===== src/hgsd_pkg.sv =====
// Shared types, widths and codes for the heat grid stencil derivative block.
// Used by the controller, the datapath and the top level. No dependencies.
package hgsd_pkg;

    localparam int DEF_MAX_COLUMNS = 64;
    localparam int DEF_MAX_ROWS    = 64;

    localparam int RC_W       = 6;
    localparam int TEMP_W     = 24;
    localparam int OUT_W      = 48;
    localparam int GRID_W     = 7;
    localparam int COEF_W     = 16;
    localparam int SRC_W      = 12;
    localparam int CFG_IDX_W  = 3;
    localparam int CFG_DATA_W = 16;

    localparam int DIFF_W = TEMP_W + 2;
    localparam int MUL_AW = DIFF_W + 1;
    localparam int MUL_BW = COEF_W + 1;
    localparam int ACC_W  = MUL_AW + MUL_BW;
    localparam int LO_W   = 22;
    localparam int FULL_W = 62;

    localparam int RESET_TEMP = 5120;

    localparam logic CMD_WRITE   = 1'b0;
    localparam logic CMD_COMPUTE = 1'b1;

    localparam logic [CFG_IDX_W-1:0] REG_GRID_COLUMNS  = 3'd0;
    localparam logic [CFG_IDX_W-1:0] REG_GRID_ROWS     = 3'd1;
    localparam logic [CFG_IDX_W-1:0] REG_CONDUCTANCE_X = 3'd2;
    localparam logic [CFG_IDX_W-1:0] REG_CONDUCTANCE_Y = 3'd3;
    localparam logic [CFG_IDX_W-1:0] REG_HEAT_GAIN     = 3'd4;
    localparam logic [CFG_IDX_W-1:0] REG_SOURCE_CELL   = 3'd5;

    localparam logic [GRID_W-1:0] RST_GRID_COLUMNS = 7'd16;
    localparam logic [GRID_W-1:0] RST_GRID_ROWS    = 7'd16;
    localparam logic [COEF_W-1:0] RST_COEF         = 16'd256;
    localparam logic [SRC_W-1:0]  RST_SOURCE_CELL  = 12'd136;

    localparam logic [2:0] RD_C = 3'd0;
    localparam logic [2:0] RD_N = 3'd1;
    localparam logic [2:0] RD_S = 3'd2;
    localparam logic [2:0] RD_W = 3'd3;
    localparam logic [2:0] RD_E = 3'd4;

    localparam logic [1:0] MUL_Y  = 2'd0;
    localparam logic [1:0] MUL_X  = 2'd1;
    localparam logic [1:0] MUL_LO = 2'd2;
    localparam logic [1:0] MUL_HI = 2'd3;

    typedef struct packed {
        logic       clr_we;
        logic       in_write;
        logic       in_load;
        logic [2:0] rd_sel;
        logic       cap_c;
        logic       cap_n;
        logic       cap_s;
        logic       cap_w;
        logic [1:0] mul_op;
        logic       acc_init;
        logic       acc_add;
        logic       pl_load;
        logic       ph_load;
        logic       out_load;
    } t_dp_cmd;

    typedef struct packed {
        logic clr_last;
        logic out_free;
    } t_dp_status;

endpackage


===== src/hgsd_ctrl.sv =====
// Controller state machine: clearing pass, input handshake and the read and
// multiply sequence of a compute transaction. Depends on hgsd_pkg.
module hgsd_ctrl (
    input  logic                i_clk,
    input  logic                i_rst_n,
    input  logic                i_in_valid,
    input  logic                i_command,
    input  hgsd_pkg::t_dp_status i_status,
    output logic                o_in_ready,
    output hgsd_pkg::t_dp_cmd   o_cmd
);
    import hgsd_pkg::*;

    localparam logic [3:0] S_CLR  = 4'd0;
    localparam logic [3:0] S_IDLE = 4'd1;
    localparam logic [3:0] S_RC   = 4'd2;
    localparam logic [3:0] S_RN   = 4'd3;
    localparam logic [3:0] S_RS   = 4'd4;
    localparam logic [3:0] S_RW   = 4'd5;
    localparam logic [3:0] S_RE   = 4'd6;
    localparam logic [3:0] S_MX   = 4'd7;
    localparam logic [3:0] S_ML   = 4'd8;
    localparam logic [3:0] S_MH   = 4'd9;
    localparam logic [3:0] S_SUM  = 4'd10;

    logic [3:0] r_state;
    logic [3:0] n_state;
    logic       in_fire;

    assign o_in_ready = (r_state == S_IDLE);
    assign in_fire    = i_in_valid && o_in_ready;

    always_comb begin
        n_state = r_state;
        o_cmd   = '0;
        o_cmd.rd_sel = RD_C;
        o_cmd.mul_op = MUL_Y;
        case (r_state)
            S_CLR: begin
                o_cmd.clr_we = 1'b1;
                if (i_status.clr_last) begin
                    n_state = S_IDLE;
                end
            end
            S_IDLE: begin
                o_cmd.in_write = in_fire && (i_command == CMD_WRITE);
                o_cmd.in_load  = in_fire && (i_command == CMD_COMPUTE);
                if (in_fire && (i_command == CMD_COMPUTE)) begin
                    n_state = S_RC;
                end
            end
            S_RC: begin
                n_state = S_RN;
            end
            S_RN: begin
                o_cmd.rd_sel = RD_N;
                o_cmd.cap_c  = 1'b1;
                n_state      = S_RS;
            end
            S_RS: begin
                o_cmd.rd_sel = RD_S;
                o_cmd.cap_n  = 1'b1;
                n_state      = S_RW;
            end
            S_RW: begin
                o_cmd.rd_sel = RD_W;
                o_cmd.cap_s  = 1'b1;
                n_state      = S_RE;
            end
            S_RE: begin
                o_cmd.rd_sel   = RD_E;
                o_cmd.cap_w    = 1'b1;
                o_cmd.mul_op   = MUL_Y;
                o_cmd.acc_init = 1'b1;
                n_state        = S_MX;
            end
            S_MX: begin
                o_cmd.mul_op  = MUL_X;
                o_cmd.acc_add = 1'b1;
                n_state       = S_ML;
            end
            S_ML: begin
                o_cmd.mul_op  = MUL_LO;
                o_cmd.pl_load = 1'b1;
                n_state       = S_MH;
            end
            S_MH: begin
                o_cmd.mul_op  = MUL_HI;
                o_cmd.ph_load = 1'b1;
                n_state       = S_SUM;
            end
            S_SUM: begin
                o_cmd.out_load = i_status.out_free;
                if (i_status.out_free) begin
                    n_state = S_IDLE;
                end
            end
            default: begin
                n_state = S_IDLE;
            end
        endcase
    end

    always_ff @(posedge i_clk) begin
        if (!i_rst_n) begin
            r_state <= S_CLR;
        end else begin
            r_state <= n_state;
        end
    end

    a_compute_starts: assert property (@(posedge i_clk) disable iff (!i_rst_n)
        (in_fire && (i_command == CMD_COMPUTE)) |=> (r_state == S_RC))
        else $error("compute transaction did not start the read sequence");

    a_write_stays_idle: assert property (@(posedge i_clk) disable iff (!i_rst_n)
        (in_fire && (i_command == CMD_WRITE)) |=> (r_state == S_IDLE))
        else $error("write transaction left idle");

    a_sum_waits: assert property (@(posedge i_clk) disable iff (!i_rst_n)
        ((r_state == S_SUM) && !i_status.out_free) |=> (r_state == S_SUM))
        else $error("result dropped while output busy");

    a_clear_full: assert property (@(posedge i_clk) disable iff (!i_rst_n)
        ((r_state == S_CLR) && !i_status.clr_last) |=> (r_state == S_CLR))
        else $error("clearing pass ended early");

endmodule


===== config.mk =====
export PLATFORM = sky130hd
export DESIGN_NAME = hgsd_ctrl
export DESIGN_NICKNAME = d
export VERILOG_FILES = /design/src/hgsd_pkg.sv /design/src/hgsd_ctrl.sv
export SDC_FILE = /design/constraint.sdc
export NUM_CORES = 1
export LEC_CHECK = 0
export BUFFER_PORTS_ARGS = -buffer_cell sky130_fd_sc_hd__buf_2
export CAP_MARGIN = 40
export CORE_AREA = 2 2 39 41
export CTS_CLUSTER_DIAMETER = 100
export DETAILED_ROUTE_END_ITERATION = 7
export DIE_AREA = 0 0 41 43
export PLACE_DENSITY = 0.59
export SLEW_MARGIN = 40
export SYNTH_ARGS = -nofsm -noshare
export SYNTH_HDL_FRONTEND = slang
export SYNTH_SLANG_ARGS = --single-unit

===== constraint.sdc =====
create_clock -name i_clk -period 2.4 [get_ports i_clk]
set_input_delay 0.36 -clock i_clk [delete_from_list [all_inputs] [get_ports i_clk]]
set_output_delay 0.36 -clock i_clk [all_outputs]
set_load 0.005 [all_outputs]

; ---- After elaboration in Yosys (flattened, before gate mapping)
; Cells that the tools add are included.
[totals]
reg_bits = 4
latchBits = 0
ramBits = 0
mem_bits_ro = 0
inputBits = 6
out_inout_bits = 18
memories = 0
[op_classes]
add_sub_neg = 0
n_mul = 0
n_div = 0
n_lt_le_gt_ge = 0
n_eq_ne = 13
shift = 0
n_mux = 16
bitwise_logic = 1
reduce_logical = 5
[op_table]
columns = operator, n
row1 = one-hot mux 4 bit (11 select lines), 1
row2 = equality test 4 x 3 -> 1 bit (second input constant), 4
row3 = equality test 4 bit (second input constant), 3
row4 = 2-to-1 mux 4 bit, 3
row5 = one-hot mux 3 bit (4 select lines), 1
row6 = 2-to-1 mux 1 bit, 9
row7 = equality test 4 x 2 -> 1 bit (second input constant), 2
row8 = one-hot mux 2 bit (3 select lines), 1
row9 = equality test 4 x 1 -> 1 bit (second input constant), 1
row10 = logical NOT 4 bit, 1
row11 = inequality test 2 bit (second input constant), 2
row12 = logical AND 1 bit, 3
row13 = AND reduction 3 bit, 1
row14 = 2-to-1 mux 2 bit, 1
row15 = inequality test 2 x 1 -> 1 bit (second input constant), 1
row16 = inverter 1 bit, 1

; ---- Depth between registers and ports, before layout
[depth]
ltp_word = 5
ltp_mapped = 5
mapped_depth_nobuf = 3

; ---- Worst setup path after synthesis
; No wires, ideal clock.
[synth_path]
path_kind = flip-flop to output port
start = register r_state[2]
end = output o_cmd[11] in the netlist's numbering
arrival_time_ns = 1.171
t_required_ns = 2.040
slack_ns = 0.869
stages_incl_launch_ff = 4
n_path_buf = 1
cell_sequence = dfxtp_1 -> clkbuf_1 -> and3b_1 -> or2_2
[synth_lines]
columns = item, line
row1 = "start, declared", hgsd_ctrl.sv:26  ; logic [3:0] r_state;
row2 = "start signal, assigned", hgsd_ctrl.sv:108  ; r_state <= n_state;
row3 = "end, declared", hgsd_ctrl.sv:10  ; output hgsd_pkg::t_dp_cmd o_cmd

==> results.yml <==
synth:
  synth_top_family_by_area: "simple AND/OR/NAND/NOR gates"
  yosys.cell_types.count: 27
  yosys_warnings: 0
  syn-num-nets: 59
  syn_area_um2: 369
  synthAdderAreaFrac_pct: 0
  ys_seq_area_share_pct: 21.7
  ys_ff_latch: 4
  syn_inst: 53
  synth_compound_area_share_pct: 16.9
  synth_xor_area_share_pct: 2.37
  yosys.area_share.simple_pct: 49.5
  synth.mux.area_fraction_pct: 0
  avgSynthCellArea_um2: 6.96
critical_path:
  path_max_fanout: 17
  start_kind: "flop"
  critPathMaxStageDelay_ns: 0.61
  cp-end-kind: "output port"
  crit_buf_inv: 1
  cpMaxStageDelayCell: "dfxtp_1"
  cp_cell_sequence: "nor4b_2 -> and3_1 -> buf_2"
  crit_family: "simple AND/OR/NAND/NOR gates"
  critPathKind: "reg2out"
  cp.required_ns: 2.04
  critPathArrivalTime_ns: 1.59
finish:
  fillers: 155
  drive_above_1_share_pct: 40.5
  reg_top3: "r_state: 4 flops"
  instances_no_fill: 90
  largest_reg_flops: 4
  fin_area_um2: 503
  area_delta_synth_final_pct: 36.3
  final_common_cell: "buf_2"
  layout_common_cells: "buf_2, nor2_1, nand2_1, nor2b_1, dfxtp_1"
  nets: 82
  top_register: "r_state"
  final_core_util_pct: 36.3
  diodes: 0
power_and_ir_drop:
  netSwitchingPower_mw: 0.129
  p_per_area_nw_per_um2: 660
  peakVddDrop_mv: 0.372
  pwr-share-clk_pct: 24.5
  leakagePower_nw: 0.287
  internal_power_mw: 0.203
  pwr-share-comb_pct: 38.8
  swShare_pct: 38.9
  share_seq_of_total_power_pct: 36.8
sta:
  fmax_ghz: 0.512
  min_period_over_period_pct: 81.4
  worst_slew_pin_slew_ns: 0.563
  rsz0062_at_grt: "no"
  finalClockSkew_ns: 0.00302
  period_needed_ns: 1.95
  relSlewSlack_pct: 62.1
  tns_ns: 0
  slew_violations: 0
  hold_viol_final: 0
  setup_viol: 0
  setup_ws_ns: 0.447
cts:
  clock_latency_ns: 0.23
  cts_max_path_buffers: 2
  clock-root-buffer: "clkbuf_4"
  cts_hold_buf: 0
  tritoncts: "built"
  cts_resized: 0
  clk_pin_slew_ns: 0.04
  cts_setup_buffers: 0
  numCtsBuffers: 3
  clock-sinks: 4
  h-tree-depth: 1
placement:
  place_worst_setup_slack_ns: 0.690
  placed_area_um2: 480
  gp_congestion: 0.721
  place_inst: 87
  port_buffers: 23
  dpl.hpwl_um: 661
floorplan:
  ios: 24
  rows: 14
  dieArea_um2: 1760
  fp.dieW_um: 41
  fp.coreArea_um2: 1380
  initial_core_util_pct: 26.7
  fp.dieH_um: 43
global_routing:
  antenna_found_initial: 0
  grt_pass1_wl_um: 1370
  grt_start_max_net_pins: 18
  grt_overflow: 0
  grt_pass1_vias: 336
  grt_usage_pct: 12.0
job:
  drv_cap: 0
detailed_routing:
  firstDrtPassIters: 3
  wirelength_um: 876
  vias: 419
  via_per_inst: 4.66
  wire_per_inst_um: 9.73
  drc: 0
  drtIter0Drc: 10
  route.antenna.remaining_nets: 0
hold_path:
  hold_path.class: "in2reg"
status:
  status: "finished clean"
area by class of cell:
class	instances	area [um2]	area share [%]
clock buffer	3	22.5	4.48
tap	16	20.0	3.98
timing repair buffer	23	115	22.9
multi-input combinational	41	254	50.5
inverter	3	11.3	2.24
sequential	4	80.1	15.9
power by group through the flow:
stage | Sequential [mW] | Clock [mW] | Combinational, mW
finish | 0.122 | 0.0812 | 0.129
global route | 0.127 | 0.0967 | 0.143
CTS | 0.122 | 0.0875 | 0.129
detailed placement | 0.124 | 0 | 0.128
global placement | 0.122 | 0 | 0.128
floorplan | 0.0925 | 0 | 0.111
Yosys cell counts:
library cell,n,area [um2]
dfxtp_1,4,80.1
a2111oi_2,1,15.0
buf_2,1,5.00
buf_4,1,7.51
nand2b_1,1,6.26
nor4b_2,1,15.0
and3b_1,1,8.76
nor3b_1,1,7.51
nor2b_1,4,25.0
o31ai_1,1,7.51
nor3_1,2,10.0
xor2_1,1,8.76
a21o_1,1,7.51
or2_2,2,12.5
and3_1,2,12.5
nand3_1,3,15.0
nand3b_1,1,7.51
a21oi_1,2,10.0
nand2_1,5,18.8
inv_1,3,11.3
a21boi_0,1,7.51
nor2_1,5,18.8
nor4_1,2,12.5
and2_1,2,12.5
o21ai_0,1,5.00
a221o_1,1,10.0
clkbuf_1,3,11.3
cell families (layout without fill, tap and decap cells):
| kind of cell | Yosys count | after routing |
|---|---|---|
| AOI/OAI and AO/OA | 8 | 8 |
| xor gates and xnor gates | 1 | 1 |
| buffers and inverters | 8 | 29 |
| DFF | 4 | 4 |
| and+or+nand+nor | 32 | 32 |
stage by stage:
| stage | total power [mW] | hold slack, ns |
|---|---|---|
| final | 0.332 | 0.361 |
| after floorplan | 0.204 | 0.492 |
| after global placement | 0.250 | 0.610 |
| after global routing | 0.367 | 0.345 |
| after CTS | 0.339 | 0.351 |
| after detailed placement | 0.252 | 0.601 |
worst reg2reg max path: cells and delay by family, from the launching register on:
| kind | cells | cell delay, ns |
|---|---|---|
| simple gates | 1 | 0.17 |
| flops | 1 | 0.61 |
| compound gates | 2 | 0.74 |
worst paths after layout:
| path | start | end | slack [ns] | depth (start not counted) |
|---|---|---|---|---|
| setup reg to reg | r_state[0]$_SDFFE_PN0P_ | r_state[1]$_SDFFE_PN0P_ | 0.78 | 3 |
| hold reg to reg | r_state[3]$_SDFFE_PN0P_ | r_state[2]$_SDFFE_PN0P_ | 0.69 | 1 |
| hold / removal | i_rst_n | r_state[0]$_SDFFE_PN0P_ | 0.36 | 3 |
| setup / recovery | r_state[0]$_SDFFE_PN0P_ | o_cmd[14] | 0.45 | 3 |
metal layers:
| metal | up-vias | routed length [um] | track usage, % |
|---|---|---|---|
| met5 | - | 0 | 0 |
| met4 | 0 | 0 | 6.00 |
| met3 | 0 | 62 | 7.85 |
| met2 | 17 | 354 | 13.4 |
| met1 | 175 | 460 | 17.0 |
| li1 | 227 | - | - |
(Power assumes the default switching activity.)
